## config.mk

```make
export PLATFORM = sky130hd
export DESIGN_NAME = sliding_window_stats_flat
export DESIGN_NICKNAME = d
export VERILOG_FILES = /design/src/hdl/sws_pkg.sv /design/src/hdl/sws_chan_if.sv /design/src/hdl/sws_div.sv /design/src/hdl/sws_scan.sv /design/src/hdl/sliding_window_stats.sv /design/src/flat_wrapper.sv
export SDC_FILE = /design/constraint.sdc
export NUM_CORES = 2
export LEC_CHECK = 0
export BUFFER_PORTS_ARGS = -buffer_cell sky130_fd_sc_hd__buf_4
export CAP_MARGIN = 20
export CORE_AREA = 2 2 327 329
export DETAILED_ROUTE_END_ITERATION = 6
export DIE_AREA = 0 0 329 331
export MAX_ROUTING_LAYER = met4
export PLACE_DENSITY = 0.69
export SLEW_MARGIN = 0
export SYNTH_ARGS = -nofsm -noshare
export SYNTH_HDL_FRONTEND = slang
export SYNTH_SLANG_ARGS = --single-unit
```

## constraint.sdc

```tcl
create_clock -name clk_i -period 23.6 [get_ports clk_i]
set_input_delay 3.54 -clock clk_i [delete_from_list [all_inputs] [get_ports clk_i]]
set_output_delay 3.54 -clock clk_i [all_outputs]
set_load 0.03 [all_outputs]
```

## src/hdl/sws_pkg.sv

```systemverilog
`timescale 1ns / 1ps
// sws_pkg: shared widths, word type and scan control struct for the
// sliding window statistics block. No dependencies.
package sws_pkg;

  localparam int unsigned DATA_W = 32;
  localparam int unsigned FILL_W = 5;

  typedef logic [DATA_W-1:0] word_t;
  typedef logic [FILL_W-1:0] fill_t;

  // control from the sequencer to the scan accumulator
  typedef struct packed {
    logic clear;
    logic valid;
    logic odd;
  } scan_ctl_t;

endpackage

```

## src/hdl/sws_chan_if.sv

```systemverilog
`timescale 1ns / 1ps
// sws_in_if and sws_out_if: valid/ready channels that carry one sample word
// in and one statistics word out. Depends on sws_pkg.
interface sws_in_if import sws_pkg::*; ();
  logic  valid;
  logic  ready;
  word_t sample;

  modport source (output valid, output sample, input ready);
  modport sink (input valid, input sample, output ready);
endinterface

interface sws_out_if import sws_pkg::*; ();
  logic  valid;
  logic  ready;
  word_t mean_value;
  word_t min_value;
  word_t max_value;
  word_t pair_low;
  word_t pair_high;
  fill_t fill_count;

  modport source (output valid, output mean_value, output min_value, output max_value,
                  output pair_low, output pair_high, output fill_count, input ready);
  modport sink (input valid, input mean_value, input min_value, input max_value,
                input pair_low, input pair_high, input fill_count, output ready);
endinterface

```

## src/hdl/sws_div.sv

```systemverilog
`timescale 1ns / 1ps
// sws_div: iterative restoring divider, one quotient bit per cycle.
// Depends on nothing outside this file.
module sws_div #(
  parameter int unsigned NUM_W = 37,
  parameter int unsigned DEN_W = 5
) (
  input  logic             clk_i,
  input  logic             rst_ni,
  input  logic             start_i,
  input  logic [NUM_W-1:0] num_i,
  input  logic [DEN_W-1:0] den_i,
  output logic             done_o,
  output logic [NUM_W-1:0] quot_o
);

  localparam int unsigned STEP_W = $clog2(NUM_W);
  localparam logic [STEP_W-1:0] LastStep = STEP_W'(NUM_W - 1);

  logic              busy_q, done_q;
  logic [STEP_W-1:0] step_q;
  logic [DEN_W-1:0]  rem_q, den_q, rem_next;
  logic [NUM_W-1:0]  quot_q;
  logic [DEN_W:0]    trial;
  logic              fits;

  // shift in the next dividend bit and try a subtract
  always_comb begin
    trial    = {rem_q, quot_q[NUM_W-1]};
    fits     = trial >= {1'b0, den_q};
    rem_next = fits ? DEN_W'(trial - {1'b0, den_q}) : trial[DEN_W-1:0];
  end

  // control
  always_ff @(posedge clk_i or negedge rst_ni) begin
    if (!rst_ni) begin
      busy_q <= 1'b0;
      done_q <= 1'b0;
      step_q <= '0;
    end else begin
      done_q <= 1'b0;
      if (start_i) begin
        busy_q <= 1'b1;
        step_q <= '0;
      end else if (busy_q) begin
        step_q <= step_q + 1'b1;
        if (step_q == LastStep) begin
          busy_q <= 1'b0;
          done_q <= 1'b1;
        end
      end
    end
  end

  // datapath: quotient bits shift in where dividend bits leave
  always_ff @(posedge clk_i) begin
    if (start_i) begin
      rem_q  <= '0;
      den_q  <= den_i;
      quot_q <= num_i;
    end else if (busy_q) begin
      rem_q  <= rem_next;
      quot_q <= {quot_q[NUM_W-2:0], fits};
    end
  end

  assign done_o = done_q;
  assign quot_o = quot_q;

endmodule

```

## src/hdl/sws_scan.sv

```systemverilog
`timescale 1ns / 1ps
// sws_scan: accumulates min, max and the even and odd position sums over
// the words read back from the window store. Depends on sws_pkg.
module sws_scan import sws_pkg::*; #(
  parameter int unsigned SUM_W = 37
) (
  input  logic             clk_i,
  input  scan_ctl_t        ctl_i,
  input  word_t            data_i,
  output word_t            min_o,
  output word_t            max_o,
  output logic [SUM_W-1:0] even_sum_o,
  output logic [SUM_W-1:0] odd_sum_o
);

  word_t            min_q, max_q;
  logic [SUM_W-1:0] even_q, odd_q;

  // one word per cycle while valid
  always_ff @(posedge clk_i) begin
    if (ctl_i.clear) begin
      min_q  <= '1;
      max_q  <= '0;
      even_q <= '0;
      odd_q  <= '0;
    end else if (ctl_i.valid) begin
      if (data_i < min_q) min_q <= data_i;
      if (data_i > max_q) max_q <= data_i;
      if (ctl_i.odd) begin
        odd_q <= odd_q + SUM_W'(data_i);
      end else begin
        even_q <= even_q + SUM_W'(data_i);
      end
    end
  end

  assign min_o      = min_q;
  assign max_o      = max_q;
  assign even_sum_o = even_q;
  assign odd_sum_o  = odd_q;

endmodule

```

## src/hdl/sliding_window_stats.sv

```systemverilog
`timescale 1ns / 1ps
// sliding_window_stats: mean, min, max and even/odd position averages over
// the last WINDOW samples. A new sample is taken only in idle, once the result
// word for the previous one is loaded into the output register; the time between
// is set by the store scan, up to three serial divides and output back-pressure.
// Reset empties the window.
module sliding_window_stats import sws_pkg::*; #(
  parameter int unsigned WINDOW = 20
) (
  input  logic      clk_i,
  input  logic      rst_ni,
  sws_in_if.sink    in_i,
  sws_out_if.source out_o
);

  localparam int unsigned SLOT_W = $clog2(WINDOW);
  localparam int unsigned CNT_W  = $clog2(WINDOW + 1);
  localparam int unsigned SUM_W  = DATA_W + CNT_W;
  localparam logic [CNT_W-1:0]  WinCnt = CNT_W'(WINDOW);
  localparam logic [SLOT_W:0]   WinPos = (SLOT_W + 1)'(WINDOW);
  localparam logic [SLOT_W-1:0] LastSlot = SLOT_W'(WINDOW - 1);

  localparam logic [2:0] ST_IDLE  = 3'd0;
  localparam logic [2:0] ST_RDOLD = 3'd1;
  localparam logic [2:0] ST_SCAN  = 3'd2;
  localparam logic [2:0] ST_DIVM  = 3'd3;
  localparam logic [2:0] ST_DIVE  = 3'd4;
  localparam logic [2:0] ST_DIVO  = 3'd5;
  localparam logic [2:0] ST_OUT   = 3'd6;

  logic [2:0]        state_q, state_d;
  logic [SLOT_W-1:0] oldest_q, oldest_d;
  logic [CNT_W-1:0]  count_q, count_d;
  logic [CNT_W-1:0]  idx_q, idx_d;
  logic [SUM_W-1:0]  sum_q, sum_d;
  word_t             sample_q;
  word_t             mean_q, mean_d, even_avg_q, even_avg_d, odd_avg_q, odd_avg_d;
  logic              issue_q, par_q;
  logic              out_valid_q, out_valid_d, out_load;
  word_t             omean_q, omin_q, omax_q, olow_q, ohigh_q;
  fill_t             ofill_q;

  // window store
  word_t             store_mem [WINDOW];
  word_t             mem_rdata_q, mem_wdata;
  logic              mem_we;
  logic [SLOT_W-1:0] mem_waddr, mem_raddr;

  logic              in_accept, issue, scan_done;
  logic [SLOT_W:0]   app_pos, scan_pos;
  logic [SLOT_W-1:0] app_slot, scan_slot;
  logic [CNT_W:0]    count_inc;
  logic [CNT_W-1:0]  even_n, odd_n;
  scan_ctl_t         scan_ctl;
  word_t             scan_min, scan_max;
  logic [SUM_W-1:0]  even_sum, odd_sum;
  logic              div_start, div_done;
  logic [SUM_W-1:0]  div_num, div_quot;
  logic [CNT_W-1:0]  div_den;
  word_t             pair_lo, pair_hi;

  assign in_accept = in_i.valid && in_i.ready;
  assign in_i.ready = (state_q == ST_IDLE);

  // slot arithmetic: oldest stays below WINDOW and the offset at most WINDOW, so one subtract wraps
  assign app_pos   = {1'b0, oldest_q} + (SLOT_W + 1)'(count_q);
  assign app_slot  = (app_pos >= WinPos) ? SLOT_W'(app_pos - WinPos) : app_pos[SLOT_W-1:0];
  assign scan_pos  = {1'b0, oldest_q} + (SLOT_W + 1)'(idx_q);
  assign scan_slot = (scan_pos >= WinPos) ? SLOT_W'(scan_pos - WinPos) : scan_pos[SLOT_W-1:0];

  // group sizes by position parity
  assign count_inc = {1'b0, count_q} + 1'b1;
  assign even_n    = count_inc[CNT_W:1];
  assign odd_n     = count_q >> 1;

  assign issue     = (state_q == ST_SCAN) && (idx_q != count_q);
  assign scan_done = (state_q == ST_SCAN) && (idx_q == count_q) && !issue_q;

  // store port
  always_ff @(posedge clk_i) begin
    if (mem_we) store_mem[mem_waddr] <= mem_wdata;
    mem_rdata_q <= store_mem[mem_raddr];
  end

  // sequencer
  always_comb begin
    state_d    = state_q;
    oldest_d   = oldest_q;
    count_d    = count_q;
    idx_d      = idx_q;
    sum_d      = sum_q;
    mean_d     = mean_q;
    even_avg_d = even_avg_q;
    odd_avg_d  = odd_avg_q;
    mem_we     = 1'b0;
    mem_waddr  = app_slot;
    mem_wdata  = in_i.sample;
    mem_raddr  = (state_q == ST_SCAN) ? scan_slot : oldest_q;
    div_start  = 1'b0;
    div_num    = sum_q;
    div_den    = count_q;
    out_load   = 1'b0;
    unique case (state_q)
      ST_IDLE: begin
        if (in_accept) begin
          idx_d = '0;
          if (count_q == WinCnt) begin
            state_d = ST_RDOLD;
          end else begin
            mem_we  = 1'b1;
            sum_d   = sum_q + SUM_W'(in_i.sample);
            count_d = count_q + 1'b1;
            state_d = ST_SCAN;
          end
        end
      end
      ST_RDOLD: begin
        // oldest word is in the read register: swap it out of the sum
        mem_we    = 1'b1;
        mem_waddr = oldest_q;
        mem_wdata = sample_q;
        sum_d     = sum_q - SUM_W'(mem_rdata_q) + SUM_W'(sample_q);
        oldest_d  = (oldest_q == LastSlot) ? '0 : oldest_q + 1'b1;
        state_d   = ST_SCAN;
      end
      ST_SCAN: begin
        if (issue) idx_d = idx_q + 1'b1;
        if (scan_done) begin
          div_start = 1'b1;
          state_d   = ST_DIVM;
        end
      end
      ST_DIVM: begin
        if (div_done) begin
          mean_d    = div_quot[DATA_W-1:0];
          div_start = 1'b1;
          div_num   = even_sum;
          div_den   = even_n;
          state_d   = ST_DIVE;
        end
      end
      ST_DIVE: begin
        if (div_done) begin
          even_avg_d = div_quot[DATA_W-1:0];
          if (odd_n == '0) begin
            // empty odd group averages to zero
            odd_avg_d = '0;
            state_d   = ST_OUT;
          end else begin
            div_start = 1'b1;
            div_num   = odd_sum;
            div_den   = odd_n;
            state_d   = ST_DIVO;
          end
        end
      end
      ST_DIVO: begin
        if (div_done) begin
          odd_avg_d = div_quot[DATA_W-1:0];
          state_d   = ST_OUT;
        end
      end
      ST_OUT: begin
        if (!out_valid_q || out_o.ready) begin
          out_load = 1'b1;
          state_d  = ST_IDLE;
        end
      end
      default: state_d = ST_IDLE;
    endcase
  end

  // output word holding register
  always_comb begin
    out_valid_d = out_valid_q;
    if (out_load) begin
      out_valid_d = 1'b1;
    end else if (out_o.ready) begin
      out_valid_d = 1'b0;
    end
  end

  assign pair_lo = (even_avg_q > odd_avg_q) ? odd_avg_q : even_avg_q;
  assign pair_hi = (even_avg_q > odd_avg_q) ? even_avg_q : odd_avg_q;

  // control registers
  always_ff @(posedge clk_i or negedge rst_ni) begin
    if (!rst_ni) begin
      state_q     <= ST_IDLE;
      oldest_q    <= '0;
      count_q     <= '0;
      sum_q       <= '0;
      idx_q       <= '0;
      issue_q     <= 1'b0;
      out_valid_q <= 1'b0;
    end else begin
      state_q     <= state_d;
      oldest_q    <= oldest_d;
      count_q     <= count_d;
      sum_q       <= sum_d;
      idx_q       <= idx_d;
      issue_q     <= issue;
      out_valid_q <= out_valid_d;
    end
  end

  // payload registers
  always_ff @(posedge clk_i) begin
    if (in_accept) sample_q <= in_i.sample;
    par_q      <= idx_q[0];
    mean_q     <= mean_d;
    even_avg_q <= even_avg_d;
    odd_avg_q  <= odd_avg_d;
    if (out_load) begin
      omean_q <= mean_q;
      omin_q  <= scan_min;
      omax_q  <= scan_max;
      olow_q  <= pair_lo;
      ohigh_q <= pair_hi;
      ofill_q <= FILL_W'(count_q);
    end
  end

  // scan accumulator, cleared on each new sample
  assign scan_ctl.clear = in_accept;
  assign scan_ctl.valid = issue_q;
  assign scan_ctl.odd   = par_q;

  sws_scan #(
    .SUM_W(SUM_W)
  ) u_scan (
    .clk_i     (clk_i),
    .ctl_i     (scan_ctl),
    .data_i    (mem_rdata_q),
    .min_o     (scan_min),
    .max_o     (scan_max),
    .even_sum_o(even_sum),
    .odd_sum_o (odd_sum)
  );

  sws_div #(
    .NUM_W(SUM_W),
    .DEN_W(CNT_W)
  ) u_div (
    .clk_i  (clk_i),
    .rst_ni (rst_ni),
    .start_i(div_start),
    .num_i  (div_num),
    .den_i  (div_den),
    .done_o (div_done),
    .quot_o (div_quot)
  );

  assign out_o.valid      = out_valid_q;
  assign out_o.mean_value = omean_q;
  assign out_o.min_value  = omin_q;
  assign out_o.max_value  = omax_q;
  assign out_o.pair_low   = olow_q;
  assign out_o.pair_high  = ohigh_q;
  assign out_o.fill_count = ofill_q;

`ifndef SYNTH
  // the oldest pointer only moves once the window is full
  a_oldest_home: assert property (@(posedge clk_i) disable iff (!rst_ni)
    (count_q != WinCnt) |-> (oldest_q == '0))
    else $error("oldest slot moved before the window filled");

  a_count_range: assert property (@(posedge clk_i) disable iff (!rst_ni)
    count_q <= WinCnt)
    else $error("held count above window size");

  a_fill_grows: assert property (@(posedge clk_i) disable iff (!rst_ni)
    (in_accept && (count_q != WinCnt)) |=> (count_q == CNT_W'($past(count_q) + 1'b1)))
    else $error("held count did not grow on append");

  a_report_nonempty: assert property (@(posedge clk_i) disable iff (!rst_ni)
    (state_q == ST_OUT) |-> (count_q != '0))
    else $error("report with an empty window");

  a_div_owned: assert property (@(posedge clk_i) disable iff (!rst_ni)
    div_done |-> ((state_q == ST_DIVM) || (state_q == ST_DIVE) || (state_q == ST_DIVO)))
    else $error("divider finished outside a divide step");
`endif

endmodule

```

## src/flat_wrapper.sv

```systemverilog
// flat-port wrapper written by rule: the top's interface ports become plain ports
module sliding_window_stats_flat import sws_pkg::*;
#(
  parameter int unsigned WINDOW = 20
)
  (clk_i, rst_ni, in_i_valid, in_i_sample, in_i_ready, out_o_valid, out_o_mean_value, out_o_min_value, out_o_max_value, out_o_pair_low, out_o_pair_high, out_o_fill_count, out_o_ready);
  sws_in_if in_i_i ();
  sws_out_if out_o_i ();
  input  logic clk_i;
  input  logic rst_ni;
  input wire logic [$bits(in_i_i.valid)-1:0] in_i_valid;
  input wire logic [$bits(in_i_i.sample)-1:0] in_i_sample;
  output wire logic [$bits(in_i_i.ready)-1:0] in_i_ready;
  output wire logic [$bits(out_o_i.valid)-1:0] out_o_valid;
  output wire logic [$bits(out_o_i.mean_value)-1:0] out_o_mean_value;
  output wire logic [$bits(out_o_i.min_value)-1:0] out_o_min_value;
  output wire logic [$bits(out_o_i.max_value)-1:0] out_o_max_value;
  output wire logic [$bits(out_o_i.pair_low)-1:0] out_o_pair_low;
  output wire logic [$bits(out_o_i.pair_high)-1:0] out_o_pair_high;
  output wire logic [$bits(out_o_i.fill_count)-1:0] out_o_fill_count;
  input wire logic [$bits(out_o_i.ready)-1:0] out_o_ready;
  assign in_i_i.valid = in_i_valid;
  assign in_i_i.sample = in_i_sample;
  assign in_i_ready = in_i_i.ready;
  assign out_o_valid = out_o_i.valid;
  assign out_o_mean_value = out_o_i.mean_value;
  assign out_o_min_value = out_o_i.min_value;
  assign out_o_max_value = out_o_i.max_value;
  assign out_o_pair_low = out_o_i.pair_low;
  assign out_o_pair_high = out_o_i.pair_high;
  assign out_o_fill_count = out_o_i.fill_count;
  assign out_o_i.ready = out_o_ready;
  sliding_window_stats #(.WINDOW(WINDOW)) u_core (.clk_i(clk_i), .rst_ni(rst_ni), .in_i(in_i_i), .out_o(out_o_i));
endmodule
```

# Word-level counts from Yosys, hierarchy flattened
# Memories as Yosys holds them, arrays and structs flattened. A register that Yosys moved wholly into a read port is not among the register bits.
# Cells that the tools add are included.
# W data, S select, Z words.
# word_totals
ff_bits	544
mem_bits_rw	640
inputBits	36
out_inout_bits	167
wordCells	157
memories	1
# classes
addsub	15
magnitude_cmp	6
eq_ne	20
muxes	60
bitwise	2
n_reduce_logical	25
# mem_list
name	words	word_bits	read_ports	rd_ports_with_merged_regs	wr	line_no	rtl
u_core.store_mem	20	32	1	1	1	sliding_window_stats.sv:44	word_t store_mem [WINDOW];
# ops
operator	n
$mux W37	7
$mux W32	6
$add A37 B32 Y37	4
$pmux W37 S2	2
$gt A32 B32 Y1	2
$pmux W32 S2	1
$mux W5	11
$sub A37 B32 Y37	1
$lt A32 B32 Y1	1
$pmux W3 S7	1
$pmux W5 S2	2
$mux W1	18
$mux W3	6
$add A5 B1 Y5 const B	3
$add A5 B5 Y6	2
$ge A6 B5 Y1 const B	2
$mux W6	2
$reduce_and A2 Y1	6
$eq A5 B5 Y1 const B	2
$ne A2 B2 Y1 const B	5
$reduce_bool A2 Y1	5
$sub A5 B5 Y5 const B	2
$eq A3 B3 Y1 const B	3
$reduce_and A3 Y1	3
21 further kinds	31

# Logic depth before layout (Yosys ltp)
# depth
ltp_word	6
mapped_depth	15
ltp_nobuf	15

# By module
# From an unflattened synthesis, not the netlist that was laid out.
# unflattened
hier_cells	4272
area_unflattened_um2	57216.1
# modules_own_cells
module	instances	cells_each	area_each_um2	seq_area_each_um2
sliding_window_stats	1	2807	44463.9	30103.9
sws_scan	1	1290	10214.8	2762.6
sws_div	1	175	2537.4	1561.5

# Worst setup path after synthesis
# OpenSTA, ideal clock, no wires.
# synth_timing
path_type	input to register
start	input out_o_ready
end	register u_core.ofill_q[0], in the netlist u_core.out_o.fill_count[0] (enable)
setup_ns	0.692
arrival_time_ns	10.442
required_time_ns	22.908
setup_slack_ns	12.466
cell_stages	2
n_path_buf	0
path_cell_list	nor2b_1 -> nor2_1
# synth_via
elab_chain_len	3
# synth_lines
element	line_no	rtl
start: declaration	flat_wrapper.sv:21	input wire logic [$bits(out_o_i.ready)-1:0] out_o_ready;
$logic_or A1 B1 Y1	sliding_window_stats.sv:164	if (!out_valid_q || out_o.ready) begin
$mux W1	sliding_window_stats.sv:164	
$mux W1	sliding_window_stats.sv:103	unique case (state_q)
via u_core.out_load	sliding_window_stats.sv:39	logic out_valid_q, out_valid_d, out_load;
end signal: assignment	sliding_window_stats.sv:220	ofill_q <= FILL_W'(count_q);
end: declaration	sliding_window_stats.sv:41	fill_t ofill_q;
# The timed path passes the listed nets, and every way through them passes these cells.
# A chain may end at the register's enable or synchronous reset.

# Worst setup path after layout
# layout_timing
start	input in_i_valid
end	memory u_core.store_mem[18][21] (netlist name) (enable)
# layout_via
elab_chain_len	5
# layout_lines
element	line_no	rtl
start: declaration	flat_wrapper.sv:11	input wire logic [$bits(in_i_i.valid)-1:0] in_i_valid;
$logic_and A1 B1 Y1	sliding_window_stats.sv:62	assign in_accept = in_i.valid && in_i.ready;
$mux W1	sliding_window_stats.sv:105	if (in_accept) begin
$pmux W1 S2	sliding_window_stats.sv:103	
$mux W1	sliding_window_stats.sv:81	if (mem_we) store_mem[mem_waddr] <= mem_wdata;
$mux W1 (not written as such)	sliding_window_stats.sv:81	
end: declaration	sliding_window_stats.sv:44	
# No other way between the ends.

==> impl_summary.txt <==
----------------------------------------------------
[Status]
  Result of the run ... finished, violations left
  Violations in the final reports ... design-rule violations

[Yosys]
  Number of distinct library cells after synthesis ... 88
  Number of synthesized flops with an enable pin ... 975
  Synthesized instance count ... 4,191
  Most used flip-flop cell after synthesis ... sky130_fd_sc_hd__edfxtp_1
  Syn nets ... about 4,500
  Fraction of the yosys area taken by sequential cells ... 0.610
  Syn. warnings ... 0
  Seq cells post-synth ... 1,216
  Mapped cell area ... between 50,000 and 60,000 sq um
  Average size of a mapped cell ... approximately 13 sq um
  Async set-reset flop share out of synthesis ... 0.0535

[Cells and area]
  Layout area overhead ... 13.6%
  Final design utilization ... 0.611
  Final layout net count ... 4,741
  Commonest non-fill, non-tap cell in the layout ... sky130_fd_sc_hd__edfxtp_1
  Commonest cells after routing, fill and taps aside ... 975 x sky130_fd_sc_hd__edfxtp_1, 312 x sky130_fd_sc_hd__nand2_1, 295 x sky130_fd_sc_hd__inv_1, 275 x sky130_fd_sc_hd__a21oi_1, 264 x sky130_fd_sc_hd__buf_4
  Share of final-layout standard cells stronger than drive strength 1 ... 0.169

[Power]
  Power per Cell Area ... 67.5 nW/um^2
  Part of the total power dissipated in sequential elements ... 0.532
  Part of the power in combinational logic ... 0.013
  Internal portion of total power ... approximately 3500 uW
  Worst IR Drop VDD ... roughly 0.07 mV
  Switching share of power ... 0.202
  Leakage Power ... 0.0236 uW
  Switching power total ... 876 uW
  Clock network power share ... 0.455

[Floorplanning]
  Total Die Area ... 109,000 sq um
  Std-Cell Rows ... 119
  Die X ... approximately 330 um
  Number of placed I/O pins ... just over 200
  Die outline height ... 331 um
  Total core area ... 105,000 sq um
  Starting density of the core ... 0.538

[Setup path]
  CP Data Arrival Time ... about 7 ns
  Critical path start-end classification ... input pin to register
  Worst Path Required ... 24.06 ns
  Cell type group with the largest total delay on the critical path ... buffers and inverters
  Max FO, Critical Path ... 55
  Setup crit start kind ... input pin
  Largest incremental delay on the critical path ... around 0.93 ns
  Slowest CP cell ... sky130_fd_sc_hd__a21oi_1
  Most Frequent Cell on Critical Path ... sky130_fd_sc_hd__buf_4
  Bufs and invs on worst path ... 4
  CP Capture Type ... register
  Critical-path cell list ... buf_4 -> nand2_4 -> inv_4 -> nand2b_2 -> buf_4 -> nor2_1 -> a21oi_1 -> nor2_4 -> buf_4

[STA]
  Worst Slack Setup Final ... 17.13 ns
  Setup Skew ... 0.0415 ns
  Final Cycle Share ... 0.274
  TNS Setup ... 0 ns
  RSZ-0062 raised after global routing ... no
  Post-route worst hold slack ... 0.422 ns
  Count of final max-slew check failures ... 0
  Measured slew at the worst slew-check pin ... between 1 and 1.5 ns
  Final hold vios ... 0
  Max-slew headroom ... 0.164
  Final min period ... 6.47 ns
  Count of final setup violators ... 0
  Max Clk Rate ... 155 MHz

[Route]
  Total length of routed wires ... 136,000 um
  Drt first-iter violations ... between 3,000 and 4,000
  Iteration count of the initial detailed-routing pass ... 7
  ANT nets after route ... 0
  Via count of the routed design ... 34,889
  Routed via count divided by cell count ... 5.89
  Avg WL per Cell ... 23.0 um
  Final routed DRC violation total ... 8

[Clock tree]
  Clock Root Buffer ... sky130_fd_sc_hd__clkbuf_16
  H-tree depth ... 3
  Hold buffers post-CTS ... 0
  Resized Gates After CTS ... 0
  Total clock sinks ... 1,216
  Post-CTS setup buffer count ... 0
  Clock insertion delay at the later pin of the skew report ... between 0.7 and 0.8 ns
  Clock Path Buffers ... 3
  Clock Pin Slew Worst Setup and Hold Paths ... around 0.060 ns
  Number of buffers created by CTS ... around 120
  TritonCTS clock tree ... yes

[GRT]
  Overall overflow remaining after global route ... 0
  Largest net degree at the start of global routing ... 87
  GRT Resource Usage Total ... 0.258
  Global-route wire length before repair ... 205,000 um
  Number of global-route vias before repair ... between 30,000 and 40,000
  Initial antenna violation count ... 13

[Job]
  Max cap viols ... 0

[Placement]
  Buffers added on ports ... 202
  Placer congestion estimate ... approximately 0.92
  Minimum setup slack after placement ... 16.37 ns
  Post-DP HPWL ... 91,500 um

[Worst hold path]
  HP Class ... register to register

----------------------------------------------------
[registers in the layout (all words and copies together), names as in the netlist, 6 cells and up]
signal and cells:
u_core.sum_q 37, u_core.sample_q 32, u_core.u_scan.min_o 32, u_core.u_scan.even_sum_o 37
u_core.store_mem 640, u_core.u_div.quot_o 37, u_core.u_scan.max_o 32, u_core.u_div.step_q 6
u_core.u_scan.odd_sum_o 37, u_core.out_o.min_value 32, u_core.mem_rdata_q 32, u_core.out_o.pair_high 32
u_core.out_o.max_value 32, u_core.odd_avg_q 32, u_core.mean_q 32, u_core.even_avg_q 32
u_core.out_o.mean_value 32, u_core.out_o.pair_low 32
[routing by layer]
metal	vias up	global-route usage	share of wire
met5	-	-	0
met4	0	0.0966	0.038
met3	224	0.0516	0.075
met2	1134	0.396	0.46
met1	17245	0.342	0.42
li1	16286	-	-
[final cells by class]
type                       count  area (sq um)
clock inverter                82           931
antenna                       13          32.5
multi-input combinational   2495         20400
inverter                     297          1120
clock buffer                 145          3190
timing repair buffer         280          2320
tap                         1391          1740
sequential                  1216         34400
fill                        8038         40800
[path summary, 6_finish.rpt]
kind	startpoint	endpoint	slack, ns	depth (start not counted)
hold reg to reg	u_core.mean_q[0]	u_core.out_o.mean_value[0]	0.42	0
hold / removal	u_core.mean_q[0]	u_core.out_o.mean_value[0]	0.42	0
setup reg to reg	u_core.oldest_q[1]	u_core.mem_rdata_q[25]	18.37	14
setup / recovery	in_i_valid	u_core.store_mem[18][21]	17.13	9
min in group asynchronous	rst_ni	u_core.sum_q[6]	2.94	1
max in group asynchronous	rst_ni	u_core.sum_q[16]	20.04	1
[synthesized netlist by cell type, types with 27 or more instances]
| cell | count | share of area |
|---|---|---|
| sky130_fd_sc_hd__mux2_2 | 57 | 0.011 |
| sky130_fd_sc_hd__o211ai_1 | 46 | 0.0061 |
| sky130_fd_sc_hd__a211oi_1 | 36 | 0.0048 |
| sky130_fd_sc_hd__nand2_1 | 313 | 0.021 |
| sky130_fd_sc_hd__a222oi_1 | 39 | 0.0069 |
| sky130_fd_sc_hd__nand3_1 | 76 | 0.0067 |
| sky130_fd_sc_hd__a21o_1 | 111 | 0.015 |
| sky130_fd_sc_hd__nor2_1 | 241 | 0.016 |
| sky130_fd_sc_hd__a221oi_1 | 34 | 0.0053 |
| sky130_fd_sc_hd__inv_1 | 297 | 0.020 |
| sky130_fd_sc_hd__dfrtp_1 | 65 | 0.029 |
| sky130_fd_sc_hd__nor3_1 | 34 | 0.0030 |
| sky130_fd_sc_hd__and2_1 | 42 | 0.0047 |
| sky130_fd_sc_hd__fa_1 | 38 | 0.013 |
| sky130_fd_sc_hd__edfxtp_1 | 975 | 0.52 |
| sky130_fd_sc_hd__xor2_1 | 52 | 0.0081 |
| sky130_fd_sc_hd__ha_1 | 256 | 0.057 |
| sky130_fd_sc_hd__a21oi_1 | 276 | 0.024 |
| sky130_fd_sc_hd__nand4_1 | 42 | 0.0047 |
| sky130_fd_sc_hd__xnor2_1 | 84 | 0.013 |
| sky130_fd_sc_hd__o21ai_0 | 180 | 0.016 |
| sky130_fd_sc_hd__dfxtp_1 | 176 | 0.062 |
| sky130_fd_sc_hd__nor2b_1 | 27 | 0.0030 |
| sky130_fd_sc_hd__clkbuf_1 | 116 | 0.0077 |
| sky130_fd_sc_hd__mux2i_1 | 76 | 0.013 |
| sky130_fd_sc_hd__mux4_2 | 160 | 0.064 |
[logic make-up (layout without fill, tap and decap cells)]
kind of cell / count (synthesis) / count (layout) / synth area share
and+or+nand+nor: 865 / 865 / 0.0699
xor gates and xnor gates: 136 / 136 / 0.0211
adders and majority gates: 294 / 294 / 0.0702
DFF: 1216 / 1216 / 0.610
AOI/OAI and AO/OA: 899 / 899 / 0.104
muxes: 301 / 301 / 0.0903
other: 0 / 13 / 0
buffers and inverters: 480 / 804 / 0.0344
[per-stage QoR]
step                instance area (sq um)  std cells  total power, uW
global placement                    59700       5664             2400
global route                        64100       5918             4450
finish                              64100       5919             4330
detailed placement                  59700       5665             2400
CTS                                 63800       5892             4370
floorplan                           56400       4191             2380
[power by group through the flow]
stage | Sequential [uW] | Clock (uW) | Combinational (uW)
global placement | 2350 | 0 | 54.0
finish | 2300 | 1970 | 56.1
floorplan | 2350 | 0 | 26.5
CTS | 2300 | 2010 | 55.0
global route | 2300 | 2080 | 61.6
detailed placement | 2350 | 0 | 54.8
[worst reg2reg max path, cell delays in order, from the launching register on]
cell and delay, ns:
sky130_fd_sc_hd__dfrtp_1 0.71, sky130_fd_sc_hd__ha_1 0.35, sky130_fd_sc_hd__a21o_1 0.16, sky130_fd_sc_hd__a21oi_1 0.22
sky130_fd_sc_hd__xnor2_1 0.21, sky130_fd_sc_hd__ha_1 0.33, sky130_fd_sc_hd__a21boi_0 0.28, sky130_fd_sc_hd__a21oi_1 0.07
sky130_fd_sc_hd__o31a_1 0.29, sky130_fd_sc_hd__xnor2_1 0.17, sky130_fd_sc_hd__o21ai_4 0.14, sky130_fd_sc_hd__buf_4 0.36
sky130_fd_sc_hd__buf_4 0.83, sky130_fd_sc_hd__mux2i_1 0.45, sky130_fd_sc_hd__a221oi_1 0.55
Power figures use the tool's default switching activity.
